<file path="config.mk">
export PLATFORM = sky130hd
export DESIGN_NAME = input_capture_frequency_meter_top
export DESIGN_NICKNAME = d
export VERILOG_FILES = /design/src/rtl/icfm_pkg.sv /design/src/rtl/icfm_ctrl.sv /design/src/rtl/icfm_dp.sv /design/src/rtl/input_capture_frequency_meter_top.sv
export SDC_FILE = /design/constraint.sdc
export NUM_CORES = 1
export LEC_CHECK = 0
export ABC_AREA = 1
export BUFFER_PORTS_ARGS = -buffer_cell sky130_fd_sc_hd__clkbuf_2
export CAP_MARGIN = 10
export CORE_AREA = 8 8 258 322
export DETAILED_ROUTE_END_ITERATION = 10
export DIE_AREA = 0 0 266 330
export SLEW_MARGIN = 20
export SYNTH_ARGS = -nofsm -noshare
export SYNTH_HDL_FRONTEND = slang
export SYNTH_HIERARCHICAL = 1
export SYNTH_SLANG_ARGS = --single-unit
export TNS_END_PERCENT = 1
</file>
<file path="constraint.sdc">
create_clock -name clk -period 6.8 [get_ports clk]
set_input_delay 2.04 -clock clk [delete_from_list [all_inputs] [get_ports clk]]
set_output_delay 2.04 -clock clk [all_outputs]
set_load 0.02 [all_outputs]
</file>
<file path="src/rtl/icfm_pkg.sv">
// Shared types, field widths and codes for the input capture frequency meter.
package icfm_pkg;

  localparam int ICFM_COUNTER_BITS = 16;
  localparam int CAP_W  = 16;
  localparam int BUS_W  = 26;
  localparam int PRE_W  = 17;
  localparam int PER_W  = 17;
  localparam int FREQ_W = 42;
  localparam int FRAC_W = 16;
  localparam int CFG_IDX_W = 1;
  localparam int CFG_DATA_W = 26;

  localparam logic [BUS_W-1:0] BUS_CLOCK_RESET = 26'd24000000;
  localparam logic [PRE_W-1:0] PRESCALE_RESET  = 17'd4096;

  localparam logic [CFG_IDX_W-1:0] CFG_BUS_CLOCK = 1'd0;
  localparam logic [CFG_IDX_W-1:0] CFG_PRESCALE  = 1'd1;

  localparam logic [1:0] STS_STORED = 2'd0;
  localparam logic [1:0] STS_READY  = 2'd1;
  localparam logic [1:0] STS_ERROR  = 2'd2;

  typedef struct packed {
    logic [CAP_W-1:0] capture_value;
    logic             direction_pin;
  } in_item_t;

  typedef struct packed {
    logic [1:0]        status;
    logic [PER_W-1:0]  period_ticks;
    logic [FREQ_W-1:0] frequency_q16;
    logic              moving_forward;
  } out_item_t;

  typedef struct packed {
    logic accept;
    logic start_mul;
    logic div_step;
    logic load_out;
  } dp_cmd_t;

  typedef struct packed {
    logic needs_div;
    logic out_busy;
  } dp_sts_t;

endpackage

</file>
<file path="src/rtl/icfm_ctrl.sv">
// Controller state machine that sequences capture, multiply, divide and output load.
module icfm_ctrl (
  input  logic            clk,
  input  logic            rst_n,
  input  logic            in_valid,
  output logic            in_ready,
  input  icfm_pkg::dp_sts_t sts,
  output icfm_pkg::dp_cmd_t cmd
);
  import icfm_pkg::*;

  localparam int CNT_W = $clog2(FREQ_W);
  localparam logic [CNT_W-1:0] LAST_STEP = CNT_W'(FREQ_W - 1);

  typedef enum logic [3:0] {
    S_IDLE = 4'b0001,
    S_MUL  = 4'b0010,
    S_DIV  = 4'b0100,
    S_LOAD = 4'b1000
  } state_t;

  state_t           state_r, state_nxt;
  logic [CNT_W-1:0] cnt_r, cnt_nxt;

  always_comb begin
    state_nxt = state_r;
    cnt_nxt   = cnt_r;
    cmd       = '0;
    in_ready  = 1'b0;
    case (state_r)
      S_IDLE: begin
        in_ready = 1'b1;
        if (in_valid) begin
          cmd.accept = 1'b1;
          state_nxt  = sts.needs_div ? S_MUL : S_LOAD;
        end
      end
      S_MUL: begin
        cmd.start_mul = 1'b1;
        cnt_nxt       = '0;
        state_nxt     = S_DIV;
      end
      S_DIV: begin
        cmd.div_step = 1'b1;
        cnt_nxt      = cnt_r + 1'b1;
        if (cnt_r == LAST_STEP) begin
          state_nxt = S_LOAD;
        end
      end
      S_LOAD: begin
        if (!sts.out_busy) begin
          cmd.load_out = 1'b1;
          state_nxt    = S_IDLE;
        end
      end
      default: begin
        state_nxt = S_IDLE;
      end
    endcase
  end

  always_ff @(posedge clk) begin
    if (!rst_n) begin
      state_r <= S_IDLE;
      cnt_r   <= '0;
    end else begin
      state_r <= state_nxt;
      cnt_r   <= cnt_nxt;
    end
  end

endmodule

</file>
<file path="src/rtl/icfm_dp.sv">
// Datapath: configuration, phase state, period multiplier, serial divider and output register.
module icfm_dp #(
  parameter int COUNTER_BITS = icfm_pkg::ICFM_COUNTER_BITS
) (
  input  logic                             clk,
  input  logic                             rst_n,
  input  logic                             cfg_we,
  input  logic [icfm_pkg::CFG_IDX_W-1:0]   cfg_index,
  input  logic [icfm_pkg::CFG_DATA_W-1:0]  cfg_wdata,
  input  icfm_pkg::in_item_t               in_data,
  input  icfm_pkg::dp_cmd_t                cmd,
  output icfm_pkg::dp_sts_t                sts,
  output logic                             out_valid,
  input  logic                             out_ready,
  output icfm_pkg::out_item_t              out_data
);
  import icfm_pkg::*;

  localparam int CW = COUNTER_BITS;
  localparam int DW = CW + PRE_W;

  logic [BUS_W-1:0]  bus_r;
  logic [PRE_W-1:0]  pre_r;
  logic              phase_r;
  logic [CW-1:0]     first_r;
  logic [CW-1:0]     diff_r;
  logic [1:0]        kind_r;
  logic              dir_r;
  logic [DW-1:0]     prod_r;
  logic [DW-1:0]     rem_r;
  logic [FREQ_W-1:0] quo_r;
  logic              out_valid_r;
  out_item_t         out_r;

  logic [CW+CAP_W-1:0] cap_ext;
  logic [CW-1:0]       cap_m;
  logic [PRE_W-1:0]    pre_eff;
  logic [DW:0]         trial;
  logic                fits;
  logic [CW+PER_W-1:0] per_ext;

  // Captures wider than the counter are masked; narrower ones are zero-extended.
  assign cap_ext = {{CW{1'b0}}, in_data.capture_value};
  assign cap_m   = cap_ext[CW-1:0];
  assign pre_eff = (pre_r == '0) ? PRE_W'(1) : pre_r;
  assign per_ext = {{PER_W{1'b0}}, diff_r};

  assign trial = {rem_r, quo_r[FREQ_W-1]};
  assign fits  = trial >= {1'b0, prod_r};

  assign sts.needs_div = phase_r && (cap_m != first_r);
  assign sts.out_busy  = out_valid_r && !out_ready;

  always_ff @(posedge clk) begin
    if (!rst_n) begin
      bus_r       <= BUS_CLOCK_RESET;
      pre_r       <= PRESCALE_RESET;
      phase_r     <= 1'b0;
      first_r     <= '0;
      out_valid_r <= 1'b0;
    end else begin
      if (cfg_we) begin
        if (cfg_index == CFG_BUS_CLOCK) begin
          bus_r <= cfg_wdata[BUS_W-1:0];
        end else if (cfg_index == CFG_PRESCALE) begin
          pre_r <= cfg_wdata[PRE_W-1:0];
        end
      end
      if (cmd.accept) begin
        phase_r <= !phase_r;
        if (!phase_r) begin
          first_r <= cap_m;
        end
      end
      if (cmd.load_out) begin
        out_valid_r <= 1'b1;
      end else if (out_ready) begin
        out_valid_r <= 1'b0;
      end
    end
  end

  always_ff @(posedge clk) begin
    if (cmd.accept) begin
      dir_r  <= in_data.direction_pin;
      diff_r <= cap_m - first_r;
      if (!phase_r) begin
        kind_r <= STS_STORED;
      end else if (cap_m == first_r) begin
        kind_r <= STS_ERROR;
      end else begin
        kind_r <= STS_READY;
      end
    end
    if (cmd.start_mul) begin
      prod_r <= DW'(diff_r) * DW'(pre_eff);
      rem_r  <= '0;
      quo_r  <= {bus_r, {FRAC_W{1'b0}}};
    end
    if (cmd.div_step) begin
      rem_r <= fits ? DW'(trial - {1'b0, prod_r}) : trial[DW-1:0];
      quo_r <= {quo_r[FREQ_W-2:0], fits};
    end
    if (cmd.load_out) begin
      out_r.status         <= kind_r;
      out_r.moving_forward <= dir_r;
      out_r.period_ticks   <= (kind_r == STS_READY) ? per_ext[PER_W-1:0] : '0;
      out_r.frequency_q16  <= (kind_r == STS_READY) ? quo_r : '0;
    end
  end

  assign out_valid = out_valid_r;
  assign out_data  = out_r;

endmodule

</file>
<file path="src/rtl/input_capture_frequency_meter_top.sv">
// Top level of the input capture period and frequency meter.
//
// The block takes one timer capture transaction per input edge. Captures alternate: the first
// is stored and answered at once with status "stored", the second yields the tick difference
// modulo 2^COUNTER_BITS and the frequency floor(bus_clock_hz * 65536 / (ticks * prescale)) as
// an unsigned Q26.16 value. Equal captures give an error status and restart the pairing. A
// first capture or an error goes from acceptance straight to the output load; a measurement
// passes through acceptance, a multiply, the one-bit-per-cycle restoring divider and the
// output load. One transaction is in work at a time; the result sits in an output register,
// so the next capture is accepted while an earlier result still waits downstream. A prescale
// of zero acts as one.
module input_capture_frequency_meter_top #(
  parameter int COUNTER_BITS = icfm_pkg::ICFM_COUNTER_BITS
) (
  input  logic                             clk,
  input  logic                             rst_n,
  input  logic                             cfg_we,
  input  logic [icfm_pkg::CFG_IDX_W-1:0]   cfg_index,
  input  logic [icfm_pkg::CFG_DATA_W-1:0]  cfg_wdata,
  input  logic                             in_valid,
  output logic                             in_ready,
  input  icfm_pkg::in_item_t               in_data,
  output logic                             out_valid,
  input  logic                             out_ready,
  output icfm_pkg::out_item_t              out_data
);
  import icfm_pkg::*;

  // Commands from the controller to the datapath and status flowing back.
  dp_cmd_t dp_cmd;
  dp_sts_t dp_sts;

  icfm_ctrl u_ctrl (
    .clk      (clk),
    .rst_n    (rst_n),
    .in_valid (in_valid),
    .in_ready (in_ready),
    .sts      (dp_sts),
    .cmd      (dp_cmd)
  );

  icfm_dp #(
    .COUNTER_BITS (COUNTER_BITS)
  ) u_dp (
    .clk       (clk),
    .rst_n     (rst_n),
    .cfg_we    (cfg_we),
    .cfg_index (cfg_index),
    .cfg_wdata (cfg_wdata),
    .in_data   (in_data),
    .cmd       (dp_cmd),
    .sts       (dp_sts),
    .out_valid (out_valid),
    .out_ready (out_ready),
    .out_data  (out_data)
  );

  // The output register must never be overwritten while its transaction is still pending.
  a_no_overwrite: assert property (@(posedge clk) disable iff (!rst_n)
    dp_cmd.load_out |-> !dp_sts.out_busy)
    else $error("output register loaded while a result was still pending");

  // Only a completed measurement carries a period and a frequency.
  a_zero_fields: assert property (@(posedge clk) disable iff (!rst_n)
    (out_valid && out_data.status != STS_READY) |->
      (out_data.period_ticks == '0 && out_data.frequency_q16 == '0))
    else $error("non-measurement result carries a period or frequency");

  // After a transaction is accepted the block is busy in the following cycle.
  a_busy_after_accept: assert property (@(posedge clk) disable iff (!rst_n)
    (in_valid && in_ready) |=> !in_ready)
    else $error("input accepted again before the previous transaction was processed");

endmodule

</file>
==> metrics.cfg <==
[placement]
dpl_cell_area_um2 = 24900
dpl_worst_slack_ns = 0.680
dpl.hpwl_um = 47900
io_buffers = 111
gp_congestion = 0.939

[finish]
final_area_um2 = 25900
syn_to_final_growth_pct = 11.6
utilization_pct = 33.2
fillerInstances = 8351
drive_above_1_share_pct = 8.67
finalNetCount = 3457
diodes = 0

[clock_network]
cts_sinks = 259
cts_tree = built
cts_resized = 0
numCtsBuffers = 31
clkTransAtPathRegs_ns = 0.06
cts.hold.buffers_added = 0
root_buffer = clkbuf_16
worstSkewPairLatency_ns = 0.59
post-cts-setup-buffer-count = 0
h-tree-depth = 1
cts_max_path_buffers = 3

[yosys]
synth_top_cell_area_share_pct = 24.3
ys_warn_count = 6
ys_seq_area_share_pct = 30.4
synthXorXnorAreaFrac_pct = 1.96
synth_cell_types = 46
synth_edf_count = 188
synth_adder_area_share_pct = 26.5
syn_area_um2 = 23200
ys_ff_latch = 259
synth_flop_cell = edfxtp_1
yosysTopAreaCell = edfxtp_1
synth_area_leaders = edfxtp_1 (24%), fa_1 (18%), nand2_1 (12%)
avgSynthCellArea_um2 = 7.82
synthSimpleGateAreaFrac_pct = 22.2
synth_top_family_by_area = adder cells
syn_nets = 3384
postSynthCellCount = 2970
synth_compound_area_share_pct = 5.09
yosysMostFrequentCell = nand2_1
async_reset_ff_share_pct = 0
synthTopCellsByCount = nand2_1 (754), inv_1 (714), nor2_1 (303), fa_1 (210), edfxtp_1 (188)
synth_mux_area_share_pct = 0

[sta]
setup_ws_ns = 0.645
finalCritPeriodShare_pct = 90.5
drv_slew = 0
hold_violations = 0
fmax_ghz = 0.162
min_period_ns = 6.15
max-slew-margin-rel_pct = 41.1
tightest_slew_ns = 0.883
setup_violations = 0
finalSetupTns_ns = 0
skew_ns = 0.0215
grt_setup_unrepaired = no

[outcome]
status = finished clean

[routing]
drt-vias-per-instance = 4.43
vias = 18241
drt_wl_total_um = 61000
drc = 0
wl_per_cell_um = 14.8
antenna_left = 0
drt-initial-drc-count = 1107
drt_first_pass_iters = 5

[grt]
grt.overflow.total = 0
antenna_found_initial = 0
grt_pass1_vias = 18565
grt_first_pass_wirelength_um = 97700
grt_usage_pct = 13.7
grt_max_degree = 70

[die]
core_area_um2 = 78000
ios = 113
die-area_um2 = 87800
num_rows = 115
fp.dieH_um = 330
initial_utilization_pct = 29.8
fp.dieW_um = 266

[setup_path]
required_ns = 7.13
worstPathMaxFanout = 5
worst_setup_path_start_kind = flip-flop
critical_path.endpoint_type = flip-flop
arrival_ns = 6.48
crit_type = flip-flop to flip-flop

[hold_path]
hold_path_class = flip-flop to flip-flop

[power_and_ir_drop]
vdd_drop_max_mv = 0.341
p_total_mw = 10.6
p_leak_nw = 13.7
cellPowerDensity_nw_per_um2 = 411

[run]
drv_cap = 0

-- stage by stage --
| stage | std cells | hold slack (ns) |
|---|---|---|
| after floorplan | 2970 | 0.400 |
| after global placement | 4063 | 0.405 |
| after detailed placement | 4063 | 0.417 |
| after CTS | 4120 | 0.433 |
| after global routing | 4120 | 0.445 |
| final | 4120 | 0.435 |
-- worst max-delay path, stage by stage (launching register included) --
cell and delay (ns):
dfxtp_1 0.31, nor4_1 0.34, nand4_1 0.14, or2_1 0.23, nand2_1 0.20, nand2_1 0.12, fa_1 0.47, fa_1 0.49
inv_1 0.06, fa_1 0.50, fa_1 0.52, fa_1 0.54, inv_1 0.05, fa_1 0.52, inv_1 0.04, ha_1 0.36
a21oi_1 0.20, o21ai_0 0.14, a21oi_1 0.19, nor2_1 0.07, nor3_1 0.23, nand2_1 0.09, nand2_1 0.06, nand2_1 0.04
-- cells in the final DEF (no fill, tap or decap), types with 75 or more instances in the layout --
cell type,Yosys,routed
inv_1,714,714
ha_1,155,155
a21oi_1,87,87
edfxtp_1,188,188
nor2_1,303,301
o21ai_0,106,106
clkbuf_2,0,111
fa_1,210,210
nand2_1,754,753
nand3_1,75,75
-- state kept, by name, summed over array words and instances, names as in the netlist --
signal,flops
u_ctrl/cnt_r,6
u_ctrl/state_r,4
u_dp/bus_r,26
u_dp/diff_r,16
u_dp/dir_r,1
u_dp/first_r,16
u_dp/kind_r,2
u_dp/out_data,61
u_dp/out_valid,1
u_dp/phase_r,1
u_dp/pre_r,17
u_dp/prod_r,33
u_dp/quo_r,42
u_dp/rem_r,33
-- worst paths after layout --
kind / from / endpoint / slack (ns) / cells after the start
max: u_dp/pre_r[4] / u_dp/prod_r[26] / 0.65 / 23
min: u_dp/dir_r / u_dp/out_data[0] / 0.43 / 0
max reg2reg: u_dp/pre_r[4] / u_dp/prod_r[26] / 0.65 / 23
min reg2reg: u_dp/dir_r / u_dp/out_data[0] / 0.43 / 0
-- cell type report --
type	count	area, µm²	share of cell area, %
repair buffers	145	811	3.13
inverters	730	2740	10.6
clock buffers	39	826	3.19
well taps	1053	1320	5.09
flip-flops and latches	259	7070	27.3
multi-input cells	1876	13000	50.0
clock inverters	18	176	0.681
-- kinds of logic after synthesis --
group / count (synthesis)
simple gates: 1236
buf+inv: 835
fa+ha+maj: 365
flops: 259
compound gates: 222
xor+xnor: 52
other cells: 1
-- power by group --
part	switching [mW]	internal, mW	total [mW]
logic	4.32	2.33	6.65
registers	0.216	2.14	2.35
clock network	0.691	0.942	1.63
total	5.23	5.41	10.6
-- layer usage --
metal | up-vias | wire [µm] | GRT usage (%)
met5 | - | 0 | 0
met4 | 0 | 1580 | 3.67
met3 | 113 | 2500 | 1.57
met2 | 404 | 30800 | 25.1
met1 | 8697 | 26100 | 16.9
li1 | 9027 | - | -
(Power assumes the default switching activity.)
